[src/rtl/ssgs_pkg.sv]
`timescale 1ns / 1ps
package ssgs_pkg;

   localparam int MAX_WIDTH  = 32;
   localparam int MAX_HEIGHT = 32;
   localparam int VALUE_BITS = 32;

   localparam int COL_BITS  = $clog2(MAX_WIDTH);
   localparam int ROW_BITS  = $clog2(MAX_HEIGHT);
   localparam int ADDR_BITS = COL_BITS + ROW_BITS;
   localparam int CELLS     = MAX_WIDTH * MAX_HEIGHT;
   localparam int GRID_BITS = 6;

   localparam int DATA_BITS     = 32;
   localparam int SAT_BITS      = (VALUE_BITS > 32) ? 32 : VALUE_BITS;
   localparam int OPND_BITS     = 33;
   localparam int PROD_BITS     = 2 * OPND_BITS;
   localparam int ACC_BITS      = 52;
   localparam int DIFF_BITS     = 53;
   localparam int KEEP_BITS     = 34;
   localparam int DIVIDEND_BITS = 50;
   localparam int DIVISOR_BITS  = 32;
   localparam int QUO_BITS      = DIVIDEND_BITS + 1;
   localparam int STEP_BITS     = $clog2(DIVIDEND_BITS + 1);
   localparam int RESID_BITS    = 64;
   localparam int TOL_BITS      = 31;
   localparam int TOL2_BITS     = 2 * TOL_BITS;

   localparam int CSR_INDEX_BITS = 3;
   localparam int CSR_DATA_BITS  = 31;

   localparam logic [1:0] OP_WRITE = 2'd0;
   localparam logic [1:0] OP_SOLVE = 2'd1;
   localparam logic [1:0] OP_READ  = 2'd2;

   localparam logic [CSR_INDEX_BITS-1:0] CSR_MAX_ITER  = 3'd0;
   localparam logic [CSR_INDEX_BITS-1:0] CSR_CHK_IVL   = 3'd1;
   localparam logic [CSR_INDEX_BITS-1:0] CSR_TOLERANCE = 3'd2;
   localparam logic [CSR_INDEX_BITS-1:0] CSR_RELAX     = 3'd3;
   localparam logic [CSR_INDEX_BITS-1:0] CSR_RB_MODE   = 3'd4;
   localparam logic [CSR_INDEX_BITS-1:0] CSR_GRID_W    = 3'd5;
   localparam logic [CSR_INDEX_BITS-1:0] CSR_GRID_H    = 3'd6;

   // neighbor fetch phases of one cell
   localparam logic [2:0] PH_SELF  = 3'd0;
   localparam logic [2:0] PH_RIGHT = 3'd1;
   localparam logic [2:0] PH_LEFT  = 3'd2;
   localparam logic [2:0] PH_UP    = 3'd3;
   localparam logic [2:0] PH_DOWN  = 3'd4;
   localparam logic [2:0] PH_END   = 3'd5;

   localparam logic signed [OPND_BITS-1:0] ONE_Q14 = 33'sd16384;

   localparam logic signed [ACC_BITS-1:0] VAL_MAX =
      ACC_BITS'((64'sd1 <<< (SAT_BITS - 1)) - 64'sd1);
   localparam logic signed [ACC_BITS-1:0] VAL_MIN =
      ACC_BITS'(-(64'sd1 <<< (SAT_BITS - 1)));

   typedef enum logic [19:0] {
      S_IDLE   = 20'b1 << 0,
      S_RDOUT  = 20'b1 << 1,
      S_TOL    = 20'b1 << 2,
      S_BEGIN  = 20'b1 << 3,
      S_CELL   = 20'b1 << 4,
      S_ADDR   = 20'b1 << 5,
      S_DATA   = 20'b1 << 6,
      S_ACC    = 20'b1 << 7,
      S_POST   = 20'b1 << 8,
      S_WD     = 20'b1 << 9,
      S_KEEP   = 20'b1 << 10,
      S_DIVW   = 20'b1 << 11,
      S_WRITE  = 20'b1 << 12,
      S_RPOST  = 20'b1 << 13,
      S_RSQ    = 20'b1 << 14,
      S_NEXT   = 20'b1 << 15,
      S_SWEND  = 20'b1 << 16,
      S_RDONE  = 20'b1 << 17,
      S_ITNEXT = 20'b1 << 18,
      S_OUT    = 20'b1 << 19
   } state_type;

   function automatic logic signed [DATA_BITS-1:0] sat_value(
      input logic signed [ACC_BITS-1:0] v);
      logic signed [ACC_BITS-1:0] r;
      if (v > VAL_MAX) r = VAL_MAX;
      else if (v < VAL_MIN) r = VAL_MIN;
      else r = v;
      return r[DATA_BITS-1:0];
   endfunction

   function automatic logic [RESID_BITS-1:0] sat_add(
      input logic [RESID_BITS-1:0] a,
      input logic [RESID_BITS-1:0] b);
      logic [RESID_BITS:0] s;
      s = {1'b0, a} + {1'b0, b};
      return s[RESID_BITS] ? {RESID_BITS{1'b1}} : s[RESID_BITS-1:0];
   endfunction

endpackage

[src/rtl/ssgs_mul.sv]
`timescale 1ns / 1ps
module ssgs_mul (
   input  logic                                   clock,
   input  logic signed [ssgs_pkg::OPND_BITS-1:0]  a,
   input  logic signed [ssgs_pkg::OPND_BITS-1:0]  b,
   output logic signed [ssgs_pkg::PROD_BITS-1:0]  product
);

   logic signed [ssgs_pkg::PROD_BITS-1:0] prod_ff;
   logic signed [ssgs_pkg::PROD_BITS-1:0] prod_in;

   assign prod_in = a * b;

   always_ff @(posedge clock) begin
      prod_ff <= prod_in;
   end

   assign product = prod_ff;

endmodule

[config.mk]
export PLATFORM = sky130hd
export DESIGN_NAME = ssgs_mul
export DESIGN_NICKNAME = d
export VERILOG_FILES = /design/src/rtl/ssgs_pkg.sv /design/src/rtl/ssgs_mul.sv
export SDC_FILE = /design/constraint.sdc
export NUM_CORES = 2
export LEC_CHECK = 0
export ABC_AREA = 1
export BUFFER_PORTS_ARGS = -buffer_cell sky130_fd_sc_hd__buf_2
export CAP_MARGIN = 40
export CORE_MARGIN = 1.5
export CORE_UTILIZATION = 45
export CTS_BUF_LIST = sky130_fd_sc_hd__clkbuf_16
export CTS_CLUSTER_DIAMETER = 150
export CTS_CLUSTER_SIZE = 30
export DETAILED_ROUTE_END_ITERATION = 12
export GPL_TIMING_DRIVEN = 0
export PLACE_DENSITY = 0.68
export SYNTH_ARGS = -nofsm -noshare
export SYNTH_HDL_FRONTEND = slang
export SYNTH_SLANG_ARGS = --single-unit
[constraint.sdc]
create_clock -name clock -period 17.9 [get_ports clock]
set_clock_uncertainty 0.1 [all_clocks]
set_input_delay 2.685 -clock clock [delete_from_list [all_inputs] [get_ports clock]]
set_output_delay 2.685 -clock clock [all_outputs]
set_load 0.02 [all_outputs]
# After elaboration in Yosys (flattened, before gate mapping)
# Index checks and enable logic that the tools add are counted.
# W data, S select, Z words.
# classes
mul,1
# op_table
cell,count
$mul A33 B33 Y66,1
# totals
reg_bits,66
inputBits,67
wordCells,2
output_inout_bits,66

# Longest topological paths before layout
# depth
word_depth,1
ltp_mapped,34
mapped_depth_nobuf,32

# Worst setup path before layout
# Ideal clock, no wire load.
# synth_timing
path_kind,in2reg
start,input a[32] (netlist bit)
end,register prod_ff (netlist bit product[60])
slack_ns,8.359
setup_ns,0.113
t_arrival_ns,9.328
n_path_buf,2
path_stages,23
required_ns,17.687
path_cell_list,clkbuf_1 > clkbuf_1 > nand2_1 > inv_1 > fa_1 > fa_1 > fa_1 > fa_1 > inv_1 > fa_1 > fa_1 > fa_1 > fa_1 > inv_1 > ha_1 > nand2_1 > nor2_1 > inv_1 > nor3_1 > nand2_1 > and2_0 > nand4_1 > nand2_1
# synth_via
elab_chain_len,1
# synth_rtl
element,line_no,text
from (decl),ssgs_mul.sv:4,"input logic signed [ssgs_pkg::OPND_BITS-1:0] a,"
$mul A33 B33 Y66,ssgs_mul.sv:12,assign prod_in = a * b;
"via prod_in, one bit",ssgs_mul.sv:10,logic signed [ssgs_pkg::PROD_BITS-1:0] prod_in;
to (signal assigned),ssgs_mul.sv:15,prod_ff <= prod_in;
to (decl),ssgs_mul.sv:9,logic signed [ssgs_pkg::PROD_BITS-1:0] prod_ff;
# The timed path passes the listed nets, and every way through them passes these cells.

# Final worst setup path
# layout_timing
start,input a[32] (netlist bit)
end,register prod_ff (netlist bit product[58])
# Same word-level chain as after synthesis.

==> qor.yml <==
netlist_area_um2: 43200
hold_buffers: 0
first_pass_iters: 6
syn_inst: 5549
slew_viol_final: 0
crit_slowest_cell: "fa_1"
layout.cells.non_filler: 7026
hold_path_class: "in -> reg"
status: "complete, no violations"
area_delta_synth_final_pct: 9.10
port_buffers: 67
dpl.hpwl_mm: 151
grt-ovfl-total: 0
cts_buffers: 9
maxCapViolations: 0
min_period_over_period_pct: 60.6
final_common_cell: "inv_1"
critPathMostFrequentCell: "fa_1"
start_util_pct: 45.4
io_pins: 133
largest_reg_flops: 66
final_cell_mix: "inv_1 (1896), nand2_1 (1523), fa_1 (1145), clkbuf_1 (261), ha_1 (217)"
cts.reportedPaths.clkPinSlew_ns: 0.06
syn_nets: 6978
dr.first_iter.drc_count: 3402
endpoint_kind: "flop"
grtUsageTotal_pct: 35.9
crit_path_start: "a[32]"
worst_pin_slew_ns: 1.01
cts-root-buf: "clkbuf_16"
yosys_warnings: 0
slew_headroom_pct: 32.8
cp.required_ns: 18.02
cts.sinks: 66
cts_setup_buffers: 0
timing.hold.ws_ns: 2.76
routed_wl_mm: 170
dpl.cell_count: 7006
ctsHtreeMaxLevel: 3
core_area_um2: 95000
grt_pass1_wl_mm: 250
worstPathArrival_ns: 10.98
drive_gt1_share_pct: 4.72
start_kind: "primary input"
final-setup-viol-count: 0
fin_nets: 7183
synth.distinct_cells: 32
ys_seq_area_share_pct: 3.06
num_vias: 36100
wl_per_cell_um: 24.2
die_width_um: 313
antenna_found_initial: 8
drtAntennaViolNets: 0
rsz0062_at_grt: "no"
grt_max_degree: 19
setup_tns_ns: 0
ys_ff_latch: 66
avgSynthCellArea_um2: 7.78
path_max_fanout: 10
via_per_inst: 5.14
period_minus_slack_ns: 10.85
cts_tree: "done"
drc: 0
max_freq_ghz: 0.0921
crit_type: "in -> reg"
gp_congestion: 1.04
hp-start: "a[0]"
clockBufferDepth: 2
hold_violations: 0
die_h_um: 313
cts_resized: 0
critPathMaxStageDelay_ns: 0.73
die_area_um2: 97800
fin_util_pct: 49.6
grt_pass1_vias: 38900
rows: 113
==> path summary, 6_finish.rpt <==
kind / end / slack (ns) / cells after the start
setup / recovery: product[58] / 7.05 / 25
hold / removal: product[0] / 2.76 / 3
==> cells by family (layout without fill, tap and decap cells) <==
group,count (synthesis),count (layout),share of synthesized area [%]
AOI/OAI and AO/OA,105,105,1.34
adders and majority gates,1362,1362,59.4
buffers and inverters,2165,2375,18.8
other,0,2,0
xor gates and xnor gates,39,39,0.791
DFF,66,66,3.06
and+or+nand+nor,1812,1812,16.6
==> cell usage after synthesis <==
| cell type | instances | area share [%] |
|---|---|---|
| a21boi_0 | 1 | 0.017 |
| a21o_1 | 3 | 0.052 |
| a21oi_1 | 61 | 0.71 |
| a21oi_2 | 3 | 0.061 |
| and2_0 | 1 | 0.014 |
| and2_1 | 2 | 0.029 |
| buf_1 | 2 | 0.017 |
| clkbuf_1 | 261 | 2.3 |
| dfxtp_1 | 66 | 3.1 |
| fa_1 | 1145 | 53 |
| ha_1 | 217 | 6.3 |
| inv_1 | 1896 | 16 |
| inv_2 | 6 | 0.052 |
| nand2_1 | 1523 | 13 |
| nand2_2 | 15 | 0.22 |
| nand3_1 | 70 | 0.81 |
| nand3_2 | 8 | 0.19 |
| nand3b_1 | 4 | 0.070 |
| nand4_1 | 19 | 0.28 |
| nor2_1 | 125 | 1.1 |
| nor2_2 | 22 | 0.32 |
| nor2_4 | 4 | 0.10 |
| nor3_1 | 8 | 0.093 |
| nor4_1 | 5 | 0.072 |
| o21a_1 | 1 | 0.017 |
| o21ai_0 | 18 | 0.21 |
| o21ai_1 | 6 | 0.070 |
| o21bai_1 | 12 | 0.21 |
| or2_1 | 1 | 0.014 |
| or2_2 | 5 | 0.072 |
| xnor2_1 | 4 | 0.081 |
| xor2_1 | 35 | 0.71 |
==> through the flow <==
| step | area (um^2) | setup WS, ns |
|---|---|---|
| finish | 47100 | 7.05 |
| global route | 47100 | 6.81 |
| CTS | 47100 | 7.19 |
| detailed placement | 46800 | 6.86 |
| global placement | 45100 | 6.33 |
| floorplan | 43200 | 8.36 |
==> worst max-delay path, delay by kind of cell <==
kind / cells / cell delay (ns)
adder cells (fa/ha/maj): 9 / 5.08
buffers and inverters: 7 / 1.47
AND/OR/NAND/NOR: 9 / 1.70
==> per-layer routing <==
layer,share of wire (%),track usage [%],up-vias
met1,36,44.1,18100
li1,-,-,15400
met5,0.019,0,-
met2,44,55.6,2009
met3,11,8.79,599
met4,9.0,25.4,4
==> layout make-up <==
class                   count  area [um^2]
clock buffers               9          225
fillers                  9511        47900
inverters                1902         7140
plain buffers             263          987
multi-input cells        3318        33700
clock inverters             7         93.8
diodes                      2         5.00
repair buffers            194         2020
well taps                1265         1580
flip-flops and latches     66         1320
Power is not shown: default switching activity piles up to over one toggle a cycle in this logic, so the estimate is an artifact.
