File: config.mk
export PLATFORM = sky130hd
export DESIGN_NAME = ssgs_div
export DESIGN_NICKNAME = d
export VERILOG_FILES = /design/src/rtl/ssgs_pkg.sv /design/src/rtl/ssgs_div.sv
export SDC_FILE = /design/constraint.sdc
export NUM_CORES = 1
export LEC_CHECK = 0
export ABC_CLOCK_PERIOD_IN_PS = 6400
export BUFFER_PORTS_ARGS = -buffer_cell sky130_fd_sc_hd__buf_4
export CORE_MARGIN = 1.5
export CORE_UTILIZATION = 50
export DETAILED_ROUTE_END_ITERATION = 8
export HOLD_SLACK_MARGIN = 0.12
export PLACE_DENSITY = 0.75
export SLEW_MARGIN = 15
export SYNTH_ARGS = -nofsm -noshare
export SYNTH_HDL_FRONTEND = slang
export SYNTH_SLANG_ARGS = --single-unit
File: constraint.sdc
create_clock -name clock -period 6.4 [get_ports clock]
set_input_delay 1.6 -clock clock [delete_from_list [all_inputs] [get_ports clock]]
set_output_delay 1.6 -clock clock [all_outputs]
set_load 0.005 [all_outputs]
File: src/rtl/ssgs_pkg.sv
`timescale 1ns / 1ps
package ssgs_pkg;

   localparam int MAX_WIDTH  = 32;
   localparam int MAX_HEIGHT = 32;
   localparam int VALUE_BITS = 32;

   localparam int COL_BITS  = $clog2(MAX_WIDTH);
   localparam int ROW_BITS  = $clog2(MAX_HEIGHT);
   localparam int ADDR_BITS = COL_BITS + ROW_BITS;
   localparam int CELLS     = MAX_WIDTH * MAX_HEIGHT;
   localparam int GRID_BITS = 6;

   localparam int DATA_BITS     = 32;
   localparam int SAT_BITS      = (VALUE_BITS > 32) ? 32 : VALUE_BITS;
   localparam int OPND_BITS     = 33;
   localparam int PROD_BITS     = 2 * OPND_BITS;
   localparam int ACC_BITS      = 52;
   localparam int DIFF_BITS     = 53;
   localparam int KEEP_BITS     = 34;
   localparam int DIVIDEND_BITS = 50;
   localparam int DIVISOR_BITS  = 32;
   localparam int QUO_BITS      = DIVIDEND_BITS + 1;
   localparam int STEP_BITS     = $clog2(DIVIDEND_BITS + 1);
   localparam int RESID_BITS    = 64;
   localparam int TOL_BITS      = 31;
   localparam int TOL2_BITS     = 2 * TOL_BITS;

   localparam int CSR_INDEX_BITS = 3;
   localparam int CSR_DATA_BITS  = 31;

   localparam logic [1:0] OP_WRITE = 2'd0;
   localparam logic [1:0] OP_SOLVE = 2'd1;
   localparam logic [1:0] OP_READ  = 2'd2;

   localparam logic [CSR_INDEX_BITS-1:0] CSR_MAX_ITER  = 3'd0;
   localparam logic [CSR_INDEX_BITS-1:0] CSR_CHK_IVL   = 3'd1;
   localparam logic [CSR_INDEX_BITS-1:0] CSR_TOLERANCE = 3'd2;
   localparam logic [CSR_INDEX_BITS-1:0] CSR_RELAX     = 3'd3;
   localparam logic [CSR_INDEX_BITS-1:0] CSR_RB_MODE   = 3'd4;
   localparam logic [CSR_INDEX_BITS-1:0] CSR_GRID_W    = 3'd5;
   localparam logic [CSR_INDEX_BITS-1:0] CSR_GRID_H    = 3'd6;

   // neighbor fetch phases of one cell
   localparam logic [2:0] PH_SELF  = 3'd0;
   localparam logic [2:0] PH_RIGHT = 3'd1;
   localparam logic [2:0] PH_LEFT  = 3'd2;
   localparam logic [2:0] PH_UP    = 3'd3;
   localparam logic [2:0] PH_DOWN  = 3'd4;
   localparam logic [2:0] PH_END   = 3'd5;

   localparam logic signed [OPND_BITS-1:0] ONE_Q14 = 33'sd16384;

   localparam logic signed [ACC_BITS-1:0] VAL_MAX =
      ACC_BITS'((64'sd1 <<< (SAT_BITS - 1)) - 64'sd1);
   localparam logic signed [ACC_BITS-1:0] VAL_MIN =
      ACC_BITS'(-(64'sd1 <<< (SAT_BITS - 1)));

   typedef enum logic [19:0] {
      S_IDLE   = 20'b1 << 0,
      S_RDOUT  = 20'b1 << 1,
      S_TOL    = 20'b1 << 2,
      S_BEGIN  = 20'b1 << 3,
      S_CELL   = 20'b1 << 4,
      S_ADDR   = 20'b1 << 5,
      S_DATA   = 20'b1 << 6,
      S_ACC    = 20'b1 << 7,
      S_POST   = 20'b1 << 8,
      S_WD     = 20'b1 << 9,
      S_KEEP   = 20'b1 << 10,
      S_DIVW   = 20'b1 << 11,
      S_WRITE  = 20'b1 << 12,
      S_RPOST  = 20'b1 << 13,
      S_RSQ    = 20'b1 << 14,
      S_NEXT   = 20'b1 << 15,
      S_SWEND  = 20'b1 << 16,
      S_RDONE  = 20'b1 << 17,
      S_ITNEXT = 20'b1 << 18,
      S_OUT    = 20'b1 << 19
   } state_type;

   function automatic logic signed [DATA_BITS-1:0] sat_value(
      input logic signed [ACC_BITS-1:0] v);
      logic signed [ACC_BITS-1:0] r;
      if (v > VAL_MAX) r = VAL_MAX;
      else if (v < VAL_MIN) r = VAL_MIN;
      else r = v;
      return r[DATA_BITS-1:0];
   endfunction

   function automatic logic [RESID_BITS-1:0] sat_add(
      input logic [RESID_BITS-1:0] a,
      input logic [RESID_BITS-1:0] b);
      logic [RESID_BITS:0] s;
      s = {1'b0, a} + {1'b0, b};
      return s[RESID_BITS] ? {RESID_BITS{1'b1}} : s[RESID_BITS-1:0];
   endfunction

endpackage

File: src/rtl/ssgs_div.sv
`timescale 1ns / 1ps
module ssgs_div (
   input  logic                                       clock,
   input  logic                                       reset,
   input  logic                                       start,
   input  logic signed [ssgs_pkg::DIVIDEND_BITS-1:0]  dividend,
   input  logic signed [ssgs_pkg::DIVISOR_BITS-1:0]   divisor,
   output logic                                       busy,
   output logic signed [ssgs_pkg::QUO_BITS-1:0]       quotient
);

   localparam int NB = ssgs_pkg::DIVIDEND_BITS;
   localparam int DB = ssgs_pkg::DIVISOR_BITS;

   logic                                busy_ff, busy_in;
   logic [ssgs_pkg::STEP_BITS-1:0]      cnt_ff, cnt_in;
   logic [NB-1:0]                       quo_ff, quo_in;
   logic [DB-1:0]                       rem_ff, rem_in;
   logic [DB-1:0]                       den_ff, den_in;
   logic                                neg_ff, neg_in;
   logic [DB:0]                         trial;
   logic [DB:0]                         diff;

   assign trial = {rem_ff, quo_ff[NB-1]};
   assign diff  = trial - {1'b0, den_ff};

   always_comb begin
      busy_in = busy_ff;
      cnt_in  = cnt_ff;
      quo_in  = quo_ff;
      rem_in  = rem_ff;
      den_in  = den_ff;
      neg_in  = neg_ff;
      if (start) begin
         busy_in = 1'b1;
         cnt_in  = ssgs_pkg::STEP_BITS'(NB);
         quo_in  = dividend[NB-1] ? (~dividend + NB'(1)) : dividend;
         den_in  = divisor[DB-1] ? (~divisor + DB'(1)) : divisor;
         rem_in  = '0;
         neg_in  = dividend[NB-1] ^ divisor[DB-1];
      end else if (busy_ff) begin
         // restoring step, one quotient bit per cycle
         if (!diff[DB]) begin
            rem_in = diff[DB-1:0];
            quo_in = {quo_ff[NB-2:0], 1'b1};
         end else begin
            rem_in = trial[DB-1:0];
            quo_in = {quo_ff[NB-2:0], 1'b0};
         end
         cnt_in = cnt_ff - ssgs_pkg::STEP_BITS'(1);
         if (cnt_ff == ssgs_pkg::STEP_BITS'(1)) busy_in = 1'b0;
      end
   end

   always_ff @(posedge clock) begin
      if (reset) begin
         busy_ff <= 1'b0;
      end else begin
         busy_ff <= busy_in;
      end
      cnt_ff <= cnt_in;
      quo_ff <= quo_in;
      rem_ff <= rem_in;
      den_ff <= den_in;
      neg_ff <= neg_in;
   end

   assign busy     = busy_ff;
   assign quotient = neg_ff ? -$signed({1'b0, quo_ff}) : $signed({1'b0, quo_ff});

endmodule

Word-level counts from Yosys, hierarchy flattened:

Index checks and enable logic that the tools add are counted.

* bits in registers: 122
* word-level logic and storage cells: 27
* bits in writable memories: 0
* ROM bits: 0
* output and inout port bits: 52
* memories kept: 0
* input bits: 85
* bits in latches: 0

* divide/modulo/power cells: 0
* bitwise gates (word level): 3
* multiplexer cells: 10
* $mul: 0
* equal/unequal tests: 1
* reductions and logical operators: 1
* $lt $le $gt $ge: 0
* add/subtract/negate cells: 5
* shift operators: 0

Operators by type and width (number)
* 50-bit two-way mux: 3
* 51-bit two-way mux: 1
* 50-bit negator with 51-bit output: 1
* 50-bit by 2-bit adder with 50-bit output, second input constant: 1
* 50-bit NOT: 1
* 33-bit by 32-bit subtractor with 33-bit output: 1
* 32-bit by 2-bit adder with 32-bit output, second input constant: 1
* 32-bit two-way mux: 1
* 32-bit NOT: 1
* 31-bit two-way mux: 1
* 6-bit by 1-bit equality test with 1-bit output, second input constant: 1
* 6-bit by 1-bit subtractor with 6-bit output, second input constant: 1
* 1-bit two-way mux: 4
* 2-bit nonzero test: 1
* 1-bit XOR: 1

Longest topological paths before layout:

Gate-level depths: netlist (run 1).

* depth in word-level cells: 4
* gate-level depth with buffers: 14
* depth with buffers taken out: 12

Least setup slack after synthesis (run 1):

Ideal clock, no wire load.

* path kind: register to output
* start point: register quo_ff[0]
* end point: output quotient[43] (netlist name)
* data required time: 4800 ps
* buffers on the path: 1
* arrival time: 3334 ps
* slack: 1466 ps
* stages on the path, launching flop included: 10
* cell sequence: edfxtp_1 or3_4 or4_4 or3_4 or3_4 or3_4 or3_1 buf_6 o31ai_2 xnor2_1

* cells in the longest elaborated chain, start to end: 2

RTL lines
* start: declaration: line ssgs_div.sv:17 `logic [NB-1:0] quo_ff, quo_in;`
* start signal: assignment: line ssgs_div.sv:62 `quo_ff <= quo_in;`
* 50-bit negator with 51-bit output: line ssgs_div.sv:69 `assign quotient = neg_ff ? -$signed({1'b0, quo_ff}) : $signed({1'b0, quo_ff});`
* 51-bit two-way mux: line ssgs_div.sv:69
* end: declaration: line ssgs_div.sv:9 `output logic signed [ssgs_pkg::QUO_BITS-1:0] quotient`

Every way passes these cells.

Final worst setup path (run 1):

* start point: register quo_ff[0]
* end point: output quotient[37] (netlist name)

Same word-level chain as after synthesis.

==> results.md, run 1 <==
* Wirelength per Cell at 15.3 um
* CP endpoint kind: primary output
* Pins Over Slew Limit at 0
* Die area at 19000 um^2
* Sink Count at 122
* Placeable Area at 17900 um^2
* IO Count at 137
* Router iterations before antenna repair at 5
* Height of the chip at 138 um
* Post-route ant nets at 0
* Vias in the first global route at 7248
* Grt ovf at 0
* Root Buffer: clkbuf_16
* Post-layout minimum cycle time at 5760 ps
* First-pass GRT wire length at 34.6 mm
* Status: completed
* Critical path type: flip-flop to primary output
* Final hold viol count at 0
* Leak pwr at 4.20 nW
* Setup bufs post-CTS at 0
* Share of cells above drive strength 1 at 17.6%
* Final TNS setup at 0 ps
* Chip Width at 138 um
* Skew-Pair Late Insertion Delay at 420 ps
* TritonCTS clock tree: yes
* DR DRC count at 0
* Clk pin slew, worst setup/hold paths at 60 ps
* H-tree depth at 4
* Gpl congestion at 0.895
* Max frequency at 0.174 GHz
* Initial Util at 50.7%
* Top cells by area, synth: edfxtp_1 27%, xnor2_1 10%, dfxtp_1 8.6%, xor2_1 5.2%, ha_1 5.1%
* Critical path cell sequence: or3_4, or4_4, or3_4, or3_4, or3_4, or3_1, o41ai_4, xnor2_1, buf_4
* Sequential share of the synthesized area at 36.1%
* Crit path launch type: flip-flop
* Synth area leader: edfxtp_1
* Final period util at 90.0%
* Synth Area per Inst at 8.67 um^2
* Setup Skew at 6.79 ps
* HP Class: flip-flop to flip-flop
* GR Util All Layers at 23.0%
* CP Max Fanout at 8
* FF+latch count, synth at 122
* Via count at 7956
* Slowest CP cell: or3_1
* Synth-to-layout area growth at 19.7%
* Via density at 5.67
* CTS Buffer Depth at 2
* Nets@finish at 1283
* Fin util at 60.7%
* Buf/Inv on CP at 1
* Worst vdd ir at 0.000227 V
* Most used DFF post-synth: edfxtp_1
* DP HPWL at 15.9 mm
* Post-CTS sizing at 0
* PD cells at 255 nW/um^2
* 1st-iter DRT viols at 529
* Yosys warns at 0
* RSZ-0062 raised after global routing: false
* Max-cap violations at 0
* Crit path max-delay family: simple AND/OR/NAND/NOR gates
* Syn nets at 1170
* Mapped cell area at 9080 um^2
* Row Count at 49
* Initial antenna violation count at 0
* Number of buffers created by CTS at 17
* Library cells used by synthesis at 60
* Slew @ Worst Pin at 1050 ps
* CP max stage delay at 600 ps
* DRT Wirelength at 21.5 mm
* Share of the synthesized area in the top cell type at 27.5%
* # setup viols final at 0
* Data arrival time of the critical path at 4160 ps
* Largest net degree at the start of global routing at 74
* Most frequent CP cell: or3_4
* Antenna diodes at 0
* I/O Buffers at 136
* Post-CTS Hold Fix Bufs at 0
* Share of flip-flops with an asynchronous set or reset at 0%
* Post-Synthesis Cells at 1047
* Worst path required time at 4800 ps
* Rel. slew slack at 29.7%
* Post-synth EDFFs at 83
kinds of logic after synthesis:
kind of cell	count (synthesis)	share of synthesized area (%)
compound gates	259	18.6
xor+xnor	159	15.3
fa+ha+maj	38	5.32
buf+inv	97	4.13
flops	122	36.1
mux	15	1.83
simple gates	357	18.8
cells in the final DEF, fill, tap and decap left out, types with 3 or more instances in the layout:
| cell | netlist | final |
|---|---|---|
| buf_4 | 1 | 141 |
| nand2_1 | 119 | 119 |
| nor2_1 | 105 | 105 |
| xnor2_1 | 105 | 104 |
| edfxtp_1 | 83 | 83 |
| a21oi_1 | 74 | 74 |
| o21ai_0 | 65 | 65 |
| xor2_1 | 54 | 53 |
| inv_1 | 50 | 49 |
| dfxtp_1 | 39 | 38 |
| ha_1 | 37 | 37 |
| o31ai_1 | 29 | 29 |
| a311oi_1 | 25 | 25 |
| or3_1 | 24 | 24 |
| nand3_1 | 18 | 18 |
| clkbuf_16 | 0 | 17 |
| or4_1 | 16 | 16 |
| nand2b_1 | 13 | 13 |
| mux2_2 | 13 | 13 |
| o41ai_1 | 11 | 11 |
| nor3_1 | 10 | 10 |
| nor4_1 | 10 | 10 |
| a31oi_1 | 8 | 8 |
| and3_1 | 7 | 7 |
| or2_2 | 6 | 6 |
| nand4_1 | 6 | 6 |
| a21o_1 | 6 | 6 |
| o21ai_1 | 5 | 5 |
| o21bai_1 | 5 | 5 |
| and2_1 | 4 | 4 |
| nor2b_1 | 4 | 4 |
| or3_4 | 4 | 4 |
| clkinvlp_4 | 0 | 4 |
| o21a_1 | 3 | 3 |
| nand4b_1 | 3 | 3 |
| o31ai_2 | 3 | 3 |
| a41oi_1 | 3 | 3 |
| bufinv_16 | 0 | 3 |
| clkinv_2 | 0 | 3 |
power breakdown:
group          internal (mW)  switching [mW]
registers              0.943          0.0732
logic                  0.369           0.407
clock network          0.611           0.368
routing by layer:
layer  GRT usage, %  up-vias  wire [um]
met5              0        -          0
met4           6.83        0        283
met3           3.61       21       1440
met2           38.4      246       9880
met1           30.9     3681       9860
li1               -     4008          -
worst register-to-register path, cell delays in order, from the launching register on:
cell      delay (ps)
edfxtp_1         480
inv_1             80
ha_1             230
fa_1             390
nand2b_1         190
a21o_1           180
a31oi_1          420
nand3_1          300
a21oi_1          270
o221ai_1         330
xor2_4           870
nand2_1          140
a311oi_1         320
final cells by class:
type,instances,area (um^2)
Tap cell,229,287
Multi-Input combinational cell,828,5460
Clock inverter,15,174
Timing Repair Buffer,141,1060
Inverter,50,188
Clock buffer,17,425
Sequential cell,122,3270
Fill cell,1550,7040
flip-flops by register name, summed over array words and instances (netlist names):
register and flops:
cnt_ff 6, neg_ff 1, quo_ff 50, busy 1, den_ff 32, rem_ff 32
per-stage QoR:
| step | total power [mW] | worst slack (ps) | instance area (um^2) | instances | hold WS (ps) |
|---|---|---|---|---|---|
| final | 2.77 | 637 | 10900 | 1402 | 497 |
| after global routing | 2.91 | 502 | 10900 | 1402 | 520 |
| after CTS | 2.78 | 612 | 10900 | 1402 | 497 |
| after detailed placement | 1.80 | 1070 | 10300 | 1370 | 482 |
| after global placement | 1.79 | 1120 | 10300 | 1370 | 478 |
| after floorplan | 1.51 | 1470 | 9080 | 1047 | 461 |
cells in the mapped netlist (4+ instances only):
cell / instances
a21oi_1: 74
mux2_2: 13
or2_2: 6
nor2_1: 105
and3_1: 7
nor2b_1: 4
inv_1: 50
o21ai_0: 65
or3_4: 4
xor2_1: 54
a31oi_1: 8
o41ai_1: 11
nand2_1: 119
xnor2_1: 105
and2_1: 4
nand4_1: 6
nor3_1: 10
ha_1: 37
edfxtp_1: 83
a21o_1: 6
o21bai_1: 5
clkbuf_1: 42
o31ai_1: 29
or3_1: 24
nand2b_1: 13
nand3_1: 18
dfxtp_1: 39
nor4_1: 10
o21ai_1: 5
or4_1: 16
a311oi_1: 25
worst paths after layout:
check                                 from  cells after the start  slack, ps      endpoint
worst min register to register   rem_ff[8]                      2        500     rem_ff[8]
worst max-delay path             quo_ff[0]                      9        640  quotient[37]
worst min-delay path             rem_ff[8]                      2        500     rem_ff[8]
worst max register to register  quo_ff[49]                     12       2120     rem_ff[9]
(Power assumes the default switching activity.)
==> run 2, diff against run 1 <==
--- a/config.mk
+++ b/config.mk
@@ -13,4 +13,5 @@
 export HOLD_SLACK_MARGIN = 0.12
 export PLACE_DENSITY = 0.75
+export SKIP_CTS_REPAIR_TIMING = 1
 export SLEW_MARGIN = 15
 export SYNTH_ARGS = -nofsm -noshare
==> constraint.sdc (replaced) <==
create_clock -name clock -period 6.4 [get_ports clock]
set_input_delay 0.64 -clock clock [delete_from_list [all_inputs] [get_ports clock]]
set_output_delay 0.64 -clock clock [all_outputs]
set_load 0.005 [all_outputs]
==> results.md, run 2 (synthesized netlist as in run 1, its figures left out) <==
* Switch Pwr at 830 uW (was 848 uW)
* Clk pin slew, worst setup/hold paths at 50 ps (was 60 ps)
* Pins Over Slew Limit at 0 (unchanged)
* Gpl congestion at 0.906 (was 0.895)
* Worst vdd ir at 0.000187 V (was 0.000227 V)
* Die area at 19000 um^2 (unchanged)
* Fill cells at 1590 (was 1550)
* Largest net degree at the start of global routing at 74 (unchanged)
* CTS Buffer Depth at 2 (unchanged)
* Critical path cell sequence: or3_4, or4_4, or3_4, or3_4, or3_4, or3_1, o31ai_2, xnor2_1, buf_4 (was or3_4, or4_4, or3_4, or3_4, or3_4, or3_1, o41ai_4, xnor2_1, buf_4)
* # setup viols final at 0 (unchanged)
* Placeable Area at 17900 um^2 (unchanged)
* Max-cap violations at 0 (unchanged)
* Slowest CP cell: or3_1 (unchanged)
* IO Count at 137 (unchanged)
* Final hold viol count at 0 (unchanged)
* CP Max Fanout at 8 (unchanged)
* Crit path launch type: flip-flop (unchanged)
* Skew-Pair Late Insertion Delay at 420 ps (about the same)
* CP endpoint kind: primary output (unchanged)
* Top Registers: quo_ff: 50 flops, den_ff: 32 flops, rem_ff: 32 flops (unchanged)
* Row Count at 49 (unchanged)
* Status: completed (unchanged)
* RSZ-0062 raised after global routing: false (unchanged)
* Worst reg2reg path depth at 12 (unchanged)
* Register area at 3270 um^2 (unchanged)
* Final TNS setup at 0 ps (unchanged)
* Max frequency at 0.209 GHz (was 0.174 GHz)
* Synth-to-layout area growth at 19.6% (was 19.7%)
* Nets@finish at 1282 (was 1283)
* Chip Width at 138 um (unchanged)
* Max FFs per register at 50 (unchanged)
* Sequential share of power at 36.9% (was 36.7%)
* Commonest non-fill, non-tap cell in the layout: buf_4 (unchanged)
* Antenna diodes at 0 (unchanged)
* PD cells at 254 nW/um^2 (was 255 nW/um^2)
* H-tree depth at 4 (unchanged)
* Net Sw Frac at 30.1% (was 30.6%)
* I/O Buffers at 136 (unchanged)
* Buf/Inv on CP at 1 (unchanged)
* Footprint of the multi-input gates at 5470 um^2 (was 5460 um^2)
* Via density at 5.67 (about the same)
* HP Class: primary input to flip-flop (was flip-flop to flip-flop)
* Worst path depth at 9 (unchanged)
* Reg-to-Reg End: rem_ff[5] (was rem_ff[9])
* Pint at 1.93 mW (was 1.92 mW)
* Worst Setup SP: quo_ff[1] (was quo_ff[0])
* Grt ovf at 0 (unchanged)
* Worst r2r src: quo_ff[49] (unchanged)
* DR DRC count at 0 (unchanged)
* Data arrival time of the critical path at 4150 ps (was 4160 ps)
* Clock share of power at 35.2% (was 35.3%)
* Initial antenna violation count at 0 (unchanged)
* Number of buffers created by CTS at 17 (unchanged)
* Fin util at 60.7% (about the same)
* TritonCTS clock tree: yes (unchanged)
* Critical path type: flip-flop to primary output (unchanged)
* Rel. slew slack at 30.4% (was 29.7%)
* 1st-iter DRT viols at 455 (was 529)
* Commonest non-fill, non-tap cells in the layout: 140 x buf_4, 119 x nand2_1, 105 x nor2_1, 104 x xnor2_1, 83 x edfxtp_1 (was 141 x buf_4, 119 x nand2_1, 105 x nor2_1, 104 x xnor2_1, 83 x edfxtp_1)
* Setup Skew at 6.14 ps (was 6.79 ps)
* Critical Path End: quotient[41] (was quotient[37])
* GR Util All Layers at 22.7% (was 23.0%)
* DRT Wirelength at 21.4 mm (was 21.5 mm)
* Vias in the first global route at 7205 (was 7248)
* Initial Util at 50.7% (unchanged)
* Crit path max-delay family: simple AND/OR/NAND/NOR gates (unchanged)
* Most frequent CP cell: or3_4 (unchanged)
* CP max stage delay at 580 ps (was 600 ps)
* Largest Register: quo_ff (unchanged)
* DP HPWL at 15.8 mm (was 15.9 mm)
* Router iterations before antenna repair at 4 (was 5)
* Leak pwr at 4.20 nW (about the same)
* Slew @ Worst Pin at 1040 ps (was 1050 ps)
* Worst R2R Setup Slack at 2170 ps (was 2120 ps)
* Root Buffer: clkbuf_16 (unchanged)
* Combinational power share at 28.0% (about the same)
* Post-route ant nets at 0 (unchanged)
* Share of cells above drive strength 1 at 17.4% (was 17.6%)
* Worst path required time at 5760 ps (was 4800 ps)
* Post-layout minimum cycle time at 4790 ps (was 5760 ps)
* Sink Count at 122 (unchanged)
* Height of the chip at 138 um (unchanged)
* First-pass GRT wire length at 34.1 mm (was 34.6 mm)
* Via count at 7944 (was 7956)
* Final period util at 74.8% (was 90.0%)
* Wirelength per Cell at 15.3 um (about the same)
==> run 2: final cells by class <==
| cell class | count | area share, % |
|---|---|---|
| clock buffer | 19 | 4.08 |
| clock inverter | 13 | 1.38 |
| inverter | 50 | 1.73 |
| multi-input combinational | 828 | 50.3 |
| sequential | 122 | 30.1 |
| tap | 229 | 2.64 |
| timing repair buffer | 140 | 9.68 |
==> run 2: worst register-to-register path, stage by stage (launching register included) <==
cell,delay (ps)
edfxtp_1,470
inv_1,90
ha_1,240
fa_1,380
nand2b_1,190
a21o_1,180
a31oi_1,370
nand3_1,260
a21oi_1,230
o221ai_1,390
xor2_4,880
nand2_1,140
a311oi_1,310
==> run 2: metal layers <==
metal  vias up  global-route usage, %  routed length, um  share of wire [%]
met4         0                   7.81                336                1.6
met5         -                      0                  0                  0
met3        26                   3.75               1340                6.2
met1      3676                   29.7               9770                 46
met2       245                   38.1               9940                 46
li1       3997                      -                  -                  -
==> run 2: worst min path at each step <==
stage / depth (start not counted) / end / start
floorplan: 2 / cnt_ff[5] / cnt_ff[5]
global placement: 2 / cnt_ff[5] / cnt_ff[5]
detailed placement: 2 / cnt_ff[5] / cnt_ff[5]
CTS: 2 / busy / reset
global route: 2 / busy / reset
finish: 2 / busy / reset
==> run 2: power groups by stage <==
| stage | sequential (mW) | clock, mW | combinational [mW] |
|---|---|---|---|
| 3_3_place_gp | 1.03 | 0 | 0.759 |
| 3_5_place_dp | 1.03 | 0 | 0.771 |
| 6_report | 1.02 | 0.971 | 0.773 |
| 4_1_cts | 1.02 | 0.987 | 0.775 |
| 5_1_grt | 1.03 | 1.01 | 0.862 |
| 2_1_floorplan | 1.01 | 0 | 0.505 |
==> run 2: metrics by stage <==
step	area (um^2)	instances	total power [mW]	setup WS, ps	hold WS [ps]
after global routing	10900	1401	2.90	1440	352
after floorplan	9080	1047	1.51	2430	461
after CTS	10900	1401	2.78	1590	345
after global placement	10300	1369	1.79	2110	477
final	10900	1401	2.76	1610	363
after detailed placement	10300	1369	1.80	2040	483
==> run 3, diff against run 2 <==
- ABC_CLOCK_PERIOD_IN_PS: 6400 -> 4200
- PLACE_DENSITY: 0.75 -> 0.78
- clock period: 6.4 -> 4.2 ns (I/O delays scaled with it)
==> results.md, run 3 (synthesized netlist as in run 1, its figures left out) <==
* Largest Register: quo_ff (unchanged)
* Vias in the first global route at 7421 (was 7205)
* Max-cap violations at 0 (unchanged)
* Grt ovf at 0 (unchanged)
* Slowest CP cell: or4_4 (was or3_1)
* Worst vdd ir at 0.000334 V (was 0.000187 V)
* Antenna diodes at 0 (unchanged)
* Data arrival time of the critical path at 3820 ps (was 4150 ps)
* DP HPWL at 16.0 mm (was 15.8 mm)
* Synth-to-layout area growth at 22.2% (was 19.6%)
* Via density at 5.67 (about the same)
* Pint at 2.91 mW (was 1.93 mW)
* Final Power at 4.17 mW (was 2.76 mW)
* Number of buffers created by CTS at 17 (unchanged)
* Commonest non-fill, non-tap cell in the layout: buf_4 (unchanged)
* Reg-to-Reg End: rem_ff[9] (was rem_ff[5])
* Pre-CTS setup slack at 61.5 ps (was 2040 ps)
* Failing checks: setup timing
* H-tree depth at 4 (unchanged)
* Skew-Pair Late Insertion Delay at 410 ps (was 420 ps)
* Leak pwr at 4.32 nW (was 4.20 nW)
* Crit path launch type: flip-flop (unchanged)
* CTS Buffer Depth at 2 (unchanged)
* # setup viols final at 3 (was 0)
* Worst R2R Setup Slack at 450 ps (was 2170 ps)
* HP Class: primary input to flip-flop (unchanged)
* Critical path cell sequence: or3_4, or4_4, or3_4, or3_4, or3_4, or3_4, o41ai_4, xnor2_1, buf_4 (was or3_4, or4_4, or3_4, or3_4, or3_4, or3_1, o31ai_2, xnor2_1, buf_4)
* Gpl congestion at 0.935 (was 0.906)
* First-pass GRT wire length at 35.3 mm (was 34.1 mm)
* Setup Skew at 6.93 ps (was 6.14 ps)
* Net Sw Frac at 30.2% (was 30.1%)
* GR Util All Layers at 23.4% (was 22.7%)
* CP endpoint kind: primary output (unchanged)
* Chip Width at 138 um (unchanged)
* CP Max Fanout at 6 (was 8)
* PD cells at 376 nW/um^2 (was 254 nW/um^2)
* Rel. slew slack at 18.1% (was 30.4%)
* Commonest non-fill, non-tap cells in the layout: 159 x buf_4, 119 x nand2_1, 105 x nor2_1, 104 x xnor2_1, 83 x edfxtp_1 (was 140 x buf_4, 119 x nand2_1, 105 x nor2_1, 104 x xnor2_1, 83 x edfxtp_1)
* Worst Setup SP: quo_ff[3] (was quo_ff[1])
* Post-route ant nets at 0 (unchanged)
* DRT Wirelength at 21.8 mm (was 21.4 mm)
* Final hold viol count at 0 (unchanged)
* Switch Pwr at 1.26 mW (was 830 uW)
* Sink Count at 122 (unchanged)
* CP max stage delay at 490 ps (was 580 ps)
* Critical Path End: quotient[37] (was quotient[41])
* Final WS setup at -43.7 ps (was 1610 ps)
* Via count at 8056 (was 7944)
* Initial Util at 50.7% (unchanged)
* IO Count at 137 (unchanged)
* Root Buffer: clkbuf_16 (unchanged)
* Sequential share of power at 37.5% (was 36.9%)
* TritonCTS clock tree: yes (unchanged)
* RSZ-0062 raised after global routing: true (was false)
* DR DRC count at 0 (unchanged)
* Clock share of power at 33.6% (was 35.2%)
* Final non-filler cell area at 11100 um^2 (was 10900 um^2)
* Most frequent CP cell: or3_4 (unchanged)
* 1st-iter DRT viols at 492 (was 455)
* Placement Cell Area at 10300 um^2 (about the same)
* Slew @ Worst Pin at 1230 ps (was 1040 ps)
* Height of the chip at 138 um (unchanged)
* Pins Over Slew Limit at 0 (unchanged)
* Worst reg2reg path depth at 13 (was 12)
* Largest net degree at the start of global routing at 88 (was 74)
* Top Registers: quo_ff: 50 flops, den_ff: 32 flops, rem_ff: 32 flops (unchanged)
* Critical path type: flip-flop to primary output (unchanged)
* Clk pin slew, worst setup/hold paths at 50 ps (about the same)
* Wirelength per Cell at 15.3 um (about the same)
* Row Count at 49 (unchanged)
* Worst path required time at 3780 ps (was 5760 ps)
* Final period util at 101%
* Post-layout minimum cycle time at 4240 ps
* Worst r2r src: quo_ff[49] (unchanged)
* Nets@finish at 1303 (was 1282)
* Share of cells above drive strength 1 at 20.2% (was 17.4%)
* Combinational power share at 28.9% (was 28.0%)
* Router iterations before antenna repair at 5 (was 4)
* Final hold slack at 153 ps (was 363 ps)
* Status: finished, violations left (was completed)
* Max frequency at 0.236 GHz
* Placeable Area at 17900 um^2 (unchanged)
* Initial antenna violation count at 0 (unchanged)
* Die area at 19000 um^2 (unchanged)
* Max FFs per register at 50 (unchanged)
* I/O Buffers at 136 (unchanged)
## run 3: cell count changes in the layout (fill, tap and decap cells not counted), sizes merged
| cell | change |
|---|---|
| buf | +21 |
| bufinv | -1 |
| clkbuf | +1 |
| clkinvlp | +1 |
| inv | -1 |
## run 3: per-layer routing
metal	wire, um	part of all wire [%]	global-route usage (%)
met1	9810	45	31.5
met2	10200	47	38.6
met3	1440	6.6	4.23
met4	312	1.4	6.71
met5	0	0	0
## run 3: cell type report
class / count / area, um^2
Clock buffer: 20 / 447
Clock inverter: 12 / 125
Fill cell: 1560 / 6810
Inverter: 50 / 188
Multi-Input combinational cell: 828 / 5540
Sequential cell: 122 / 3270
Tap cell: 229 / 287
Timing Repair Buffer: 161 / 1230
## run 3: how the worst min path moves through the flow
stage | startpoint | to | depth (start not counted)
after floorplan | cnt_ff[5] | cnt_ff[5] | 2
after global placement | cnt_ff[5] | cnt_ff[5] | 2
after detailed placement | cnt_ff[5] | cnt_ff[5] | 2
after CTS | reset | busy | 2
after global routing | reset | busy | 2
final | reset | busy | 2
## run 3: critical path: cells and delay by family (launching register included)
family | cells | cell delay, ps
compound gates | 1 | 340
simple gates | 6 | 2370
flops | 1 | 380
buf+inv | 1 | 140
xor+xnor | 1 | 170
## run 3: through the flow
| stage | cells | TNS (ps) | utilization [%] |
|---|---|---|---|
| finish | 1422 | -73.4 | 62.0 |
| global route | 1422 | -1040 | 62.0 |
| CTS | 1412 | -3040 | 61.0 |
| detailed placement | 1380 | 0 | 57.8 |
| global placement | 1380 | 0 | 57.8 |
| floorplan | 1047 | 0 | - |
## run 3: power by group through the flow
stage / sequential [mW] / clock, mW / combinational (mW)
finish: 1.57 / 1.40 / 1.21
global route: 1.58 / 1.48 / 1.34
CTS: 1.56 / 1.43 / 1.20
detailed placement: 1.58 / 0 / 1.19
global placement: 1.57 / 0 / 1.16
floorplan: 1.54 / 0 / 0.769
